## config.mk

```make
export PLATFORM = sky130hd
export DESIGN_NAME = ifs_coeff_mem
export DESIGN_NICKNAME = d
export VERILOG_FILES = /design/src/design/ifs_pkg.sv /design/src/design/ifs_coeff_mem.sv
export SDC_FILE = /design/constraint.sdc
export NUM_CORES = 2
export LEC_CHECK = 0
export BUFFER_PORTS_ARGS = -buffer_cell sky130_fd_sc_hd__buf_2
export CAP_MARGIN = 40
export CORE_ASPECT_RATIO = 0.75
export CORE_MARGIN = 2
export CORE_UTILIZATION = 35
export CTS_BUF_LIST = sky130_fd_sc_hd__clkbuf_4
export DETAILED_ROUTE_END_ITERATION = 7
export SYNTH_ARGS = -nofsm -noshare
export SYNTH_HDL_FRONTEND = slang
export SYNTH_SLANG_ARGS = --single-unit
```

## constraint.sdc

```tcl
create_clock -name i_clk -period 8.25 [get_ports i_clk]
set_input_delay 0 -clock i_clk [delete_from_list [all_inputs] [get_ports i_clk]]
set_output_delay 0 -clock i_clk [all_outputs]
set_load 0.005 [all_outputs]
```

## src/design/ifs_pkg.sv

```systemverilog
// ----------------------------------------------------------------------------
// ifs_pkg
// Shared constants, codes and types of the chaos game point generator.
// ----------------------------------------------------------------------------
package ifs_pkg;
    localparam int MAPS_DEF       = 4;
    localparam int COUNT_BITS_DEF = 16;
    localparam int FRAC_BITS_DEF  = 24;
    localparam int NCOEF          = 6;
    localparam int MAX_MAPS       = 4;
    localparam int DATA_W         = 32;
    localparam int DRAW_W         = 7;
    localparam int CNT_OUT_W      = 16;
    localparam int CFG_IDX_W      = 3;

    localparam logic [1:0] CMD_LOAD    = 2'd0;
    localparam logic [1:0] CMD_START   = 2'd1;
    localparam logic [1:0] CMD_ITERATE = 2'd2;
    localparam logic [1:0] CMD_ADVANCE = 2'd3;

    localparam logic [CFG_IDX_W-1:0] REG_THR0        = 3'd0;
    localparam logic [CFG_IDX_W-1:0] REG_THR3        = 3'd3;
    localparam logic [CFG_IDX_W-1:0] REG_FIRST_DRAWN = 3'd4;

    localparam logic signed [DATA_W-1:0] S_MAX = 32'sh7FFF_FFFF;
    localparam logic signed [DATA_W-1:0] S_MIN = 32'sh8000_0000;

    typedef struct packed {
        logic [1:0]              command;
        logic [1:0]              map_index;
        logic [2:0]              coeff_index;
        logic signed [DATA_W-1:0] load_value;
        logic signed [DATA_W-1:0] load_lower;
        logic signed [DATA_W-1:0] load_upper;
        logic signed [DATA_W-1:0] load_step;
        logic [DRAW_W-1:0]       random_draw;
    } t_in_item;

    typedef struct packed {
        logic signed [DATA_W-1:0] point_x;
        logic signed [DATA_W-1:0] point_y;
        logic                     drawn;
        logic [1:0]               map_used;
        logic [CNT_OUT_W-1:0]     point_count;
        logic signed [DATA_W-1:0] box_x_min;
        logic signed [DATA_W-1:0] box_x_max;
        logic signed [DATA_W-1:0] box_y_min;
        logic signed [DATA_W-1:0] box_y_max;
    } t_out_item;

    typedef struct packed {
        logic [CFG_IDX_W-1:0] index;
        logic [DATA_W-1:0]    data;
    } t_cfg_item;

    // Saturate a 34-bit signed sum to 32 bits
    function automatic logic signed [DATA_W-1:0] sat34(input logic signed [DATA_W+1:0] v);
        logic signed [DATA_W-1:0] r;
        if (v > 34'(S_MAX)) begin
            r = S_MAX;
        end else if (v < 34'(S_MIN)) begin
            r = S_MIN;
        end else begin
            r = v[DATA_W-1:0];
        end
        return r;
    endfunction
endpackage

```

## src/design/ifs_coeff_mem.sv

```systemverilog
// ----------------------------------------------------------------------------
// ifs_coeff_mem
// Coefficient store: value, lower, upper and step per entry, one read and
// one write port, registered read data, valid bits for the zero reset.
// ----------------------------------------------------------------------------
module ifs_coeff_mem import ifs_pkg::*; #(
    parameter int DEPTH = 24,
    parameter int AW    = 5
) (
    input  logic                  i_clk,
    input  logic                  i_rst_n,
    input  logic [AW-1:0]         i_rd_addr,
    output logic [4*DATA_W-1:0]   o_rd_data,
    input  logic                  i_wr_en,
    input  logic [AW-1:0]         i_wr_addr,
    input  logic [4*DATA_W-1:0]   i_wr_data
);
    logic [4*DATA_W-1:0] r_mem [DEPTH];
    logic [DEPTH-1:0]    r_vld;
    logic [4*DATA_W-1:0] r_rd;
    logic                r_rd_vld;

    // Write port
    always_ff @(posedge i_clk) begin
        if (i_wr_en) begin
            r_mem[i_wr_addr] <= i_wr_data;
        end
    end

    // Track written entries
    always_ff @(posedge i_clk) begin
        if (!i_rst_n) begin
            r_vld <= '0;
        end else if (i_wr_en) begin
            r_vld[i_wr_addr] <= 1'b1;
        end
    end

    // Registered read
    always_ff @(posedge i_clk) begin
        r_rd     <= r_mem[i_rd_addr];
        r_rd_vld <= r_vld[i_rd_addr];
    end

    assign o_rd_data = r_rd_vld ? r_rd : '0;
endmodule

```

# ---- Yosys cells after proc, flatten, opt, wreduce, memory -nomap -nowiden
# Memory sizes are Yosys's and may differ from the RTL's. A register that Yosys moved wholly into a read port is not among the register bits.
# Cells that the tools add are included.
dict set report totals {
  ff_bits 25
  latch_bits 0
  ramBits 3072
  romBits 0
  output_inout_bits 128
  elab_cells 15
  mem_count 1
}
# memory depth width rd rd_ports_with_merged_regs wr line_no
set memory_table {}
lappend memory_table {r_mem 24 128 1 1 1 ifs_coeff_mem.sv:18} ;# logic [4*DATA_W-1:0] r_mem [DEPTH];
dict set report op_classes {
  n_addsub 0
  mul 0
  div_mod_pow 0
  order_cmp 3
  n_eq_ne 0
  shift 0
  mux 7
  bitwise_logic 1
  reduce_logical 1
}
# operator n
set op_table {}
lappend op_table {{128-bit 2-to-1 mux} 1}
lappend op_table {{24-bit OR} 1}
lappend op_table {{5-bit by 6-bit < comparator with 1-bit output, second input constant} 2}
lappend op_table {{1-bit binary-select mux with 5-bit select} 1}
lappend op_table {{1-bit demux with 5-bit select} 1}
lappend op_table {{5-bit by 1-bit >= comparator with 1-bit output, second input constant} 1}
lappend op_table {{1-bit 2-to-1 mux} 4}
lappend op_table {{1-bit logical AND} 1}

# ---- Longest topological paths before layout
dict set report depth {
  word_depth 5
  mapped_depth 9
}

# ---- Worst setup path before layout
# No wires, ideal clock.
dict set report synth_timing {
  path_type {in2reg}
  from {input port i_wr_addr[0]}
  to {memory r_mem[20][0] (netlist name) (enable)}
  setup_ns 0.619
  t_arrival_ns 5.983
  slack_ns 1.648
  stages 3
  path_cell_list {or3b_2 > clkbuf_1 > nor2_1}
}
# element line_no
set synth_rtl {}
lappend synth_rtl {{start: declaration} ifs_coeff_mem.sv:15} ;# input logic [AW-1:0] i_wr_addr,
lappend synth_rtl {{end: declaration} ifs_coeff_mem.sv:18}
# Straight into the memory's write port.

==> impl_metrics.tcl <==
set metrics [dict create \
    status "finished clean" \
    yosysTopAreaCellShare 0.756 \
    post_cts_buffers 0 \
    nFillCells 30800 \
    io_pins 269 \
    startpoint "i_rd_addr[1]" \
    die_area_um2 353000 \
    p_leak_nw 48.5 \
    yosysMostFrequentCell "edfxtp_1" \
    final.setup_skew_ps 137 \
    p_comb_frac 0.053 \
    detail_route.vias_per_cell 5.23 \
    worst_pin_slew_ps 1150 \
    grt_max_degree 129 \
    track_usage 0.186 \
    yosysSeqAreaShare 0.781 \
    ys_async_sr_fraction 0 \
    ctsHtreeMaxLevel 6 \
    hold_viol_final 0 \
    overflow 0 \
    num_rows 187 \
    cpMaxStageDelayCell "dlygate4sd3_1" \
    clock_latency_ps 1390 \
    netlist_instances 6090 \
    nets 7372 \
    fin_area_um2 143000 \
    yosys_warnings 0 \
    synth-edff-count 3072 \
    cts_tree "yes" \
    r2r-start "r_mem[22][37]$_DFFE_PP_" \
    synth_area_leaders "edfxtp_1 (76%), mux4_2 (7.1%), mux2i_1 (6.4%)" \
    antenna_found_initial 82 \
    synth_ff_type "edfxtp_1" \
    cp.arrival_ps 5440 \
    maxSlewHeadroom 0.233 \
    swShare 0.226 \
    p_sw_w 0.00750 \
    cts_max_path_buffers 4 \
    wl_per_cell_um 27.1 \
    avgSynthCellArea_um2 20.0 \
    initial_core_util 0.352 \
    gp_congestion 0.726 \
    layout_min_cycle_time_ps 4130 \
    die_w_um 686 \
    worst-r2r-setup-slack_ps 5620 \
    synth_top_area_cell "edfxtp_1" \
    core_um2 347000 \
    area_delta_synth_final_pct 17.2 \
    cp_common_cell "dlygate4sd3_1" \
    grt_pass1_wl_um 474000 \
    reg2reg_to "r_rd[37]$_DFF_P_" \
    p_per_area_nw_per_um2 232 \
    postSynthNetCount 6231 \
    endpoint_kind "flop" \
    multi_input_area_um2 25000 \
    whs_ps 153 \
    endpoint "r_rd[119]$_DFF_P_" \
    maxCapViolations 0 \
    criticalPathCategory "in -> reg" \
    start_kind "input port" \
    finalSetupViolCount 0 \
    ys_ff_latch 3225 \
    portBuffers 268 \
    first_pass_iters 5 \
    p_clk_frac 0.397 \
    critPathBufInv 8 \
    cts_num_sinks 3225 \
    postRouteAntennaNets 0 \
    cts_root_buf "clkbuf_4" \
    path_clk_slew_ps 70 \
    holdCritPathClass "in -> reg" \
    fin_setup_tns_ps 0 \
    via_count 65300 \
    drv_slew 0 \
    max_stage_delay_ps 1040 \
    p_seq_frac 0.550 \
    grt_pass1_vias 65400 \
    numCtsBuffers 744 \
    mappedNetlistArea_um2 122000 \
    placed_cell_area_um2 130000 \
    cp.depth 12 \
    totalWireLength_um 339000 \
    place_hpwl_um 165000 \
    ff_latch_area_um2 95300 \
    path_max_fanout 44 \
    timing.final.crit_share 0.501 \
    post-route-drc-count 0 \
    synth_cell_types 27 \
    clock.fmax_ghz 0.242 \
    drive_gt1_frac 0.283 \
    dieHeight_um 515 \
    rsz0062_at_grt "false" \
    cp.required_ps 9550 \
    critPathTopFamily "buffers and inverters" \
    ir_worst_vdd_uv 131 \
    first_iter_violations 7186 \
    crit_path_cell_trace "dlygate4sd3_1 > dlygate4sd3_1 > buf_8 > nor2b_4 > dlygate4sd3_1 > buf_16 > buf_4 > buf_4 > a221oi_1 > o21ai_0 > nand3_1 > dlygate4sd3_1" \
    p_int_w 0.0257 \
    worstRegToRegCells 7 \
    synthTopCellsByCount "edfxtp_1 (3072), mux2i_1 (777), mux4_2 (386)" \
]
## per-stage QoR
| stage | cells | setup slack [ps] | utilization | total power, W |
|---|---|---|---|---|
| 2_1_floorplan | 6090 | 1650 | - | 0.0195 |
| 5_1_grt | 12500 | 4130 | 0.413 | 0.0345 |
| 3_3_place_gp | 10800 | 4720 | 0.371 | 0.0202 |
| 4_1_cts | 12500 | 4330 | 0.412 | 0.0336 |
| 3_5_place_dp | 10800 | 4730 | 0.375 | 0.0203 |
| 6_report | 12500 | 4120 | 0.413 | 0.0332 |
## kinds of logic after synthesis
group | after synthesis | share of synthesized area
buffers and inverters | 347 | 0.0157
flip-flops | 3225 | 0.781
AND/OR/NAND/NOR | 686 | 0.0268
AO/OA/AOI/OAI | 541 | 0.0293
multiplexers | 1291 | 0.147
## sequential cells by signal (all words and copies together) (netlist names)
| register | flops |
|---|---|
| r_vld | 24 |
| r_mem | 3072 |
| r_rd_vld | 1 |
| r_rd | 128 |
## worst min-delay path by stage
stage	from	to	slack [ps]	cells past startpoint
final	i_wr_addr[4]	r_mem[19][61]$_DFFE_PP_	150	4
after global routing	i_wr_addr[4]	r_mem[19][61]$_DFFE_PP_	110	4
after CTS	i_wr_addr[4]	r_mem[19][51]$_DFFE_PP_	30	4
after detailed placement	i_wr_data[97]	r_mem[3][97]$_DFFE_PP_	440	1
after global placement	i_wr_data[120]	r_mem[4][120]$_DFFE_PP_	420	1
after floorplan	i_wr_data[0]	r_mem[0][0]$_DFFE_PP_	100	0
## final cells by class
class | instances | share of cell area
Sequential cell | 3225 | 0.666
Multi-Input combinational cell | 2518 | 0.175
Clock buffer | 1172 | 0.0615
Timing Repair Buffer | 741 | 0.0483
Tap cell | 4630 | 0.0405
Clock inverter | 188 | 0.00808
Antenna cell | 19 | 0.000332
Inverter | 1 | 0.0000787
## layer usage
layer,GRT usage,share of wire
met1,0.252,0.42
met2,0.299,0.47
met3,0.0441,0.083
met4,0.0554,0.024
met5,0,0.0012
## placed cells by master (no fill, tap or decap), types with 131 or more instances in the layout
cell type / n
clkbuf_4: 1172
mux4_2: 386
a22oi_1: 131
dfxtp_1: 152
buf_2: 265
mux2i_1: 777
dlygate4sd3_1: 299
edfxtp_1: 3072
clkinv_1: 132
nand3_1: 259
nand2_1: 258
## repair_timing
item,CTS,global route
endpoints found under the hold margin,5152,0
setup endpoints to repair,0,0
resized for setup,0,0
hold buffers,302,0
## worst min-delay path, cell delays in order
cell and delay [ps]:
dlygate4sd3_1 560, buf_2 160, nand2_1 300, nor2_4 230
## power groups by stage
stage | Sequential, W | Clock [W] | Combinational, W
3_5_place_dp | 0.0186 | 0 | 0.00162
2_1_floorplan | 0.0186 | 0 | 0.000933
4_1_cts | 0.0183 | 0.0135 | 0.00177
6_report | 0.0183 | 0.0132 | 0.00176
5_1_grt | 0.0183 | 0.0143 | 0.00188
3_3_place_gp | 0.0186 | 0 | 0.00156
Note: power is estimated with default switching activity, not from simulation.
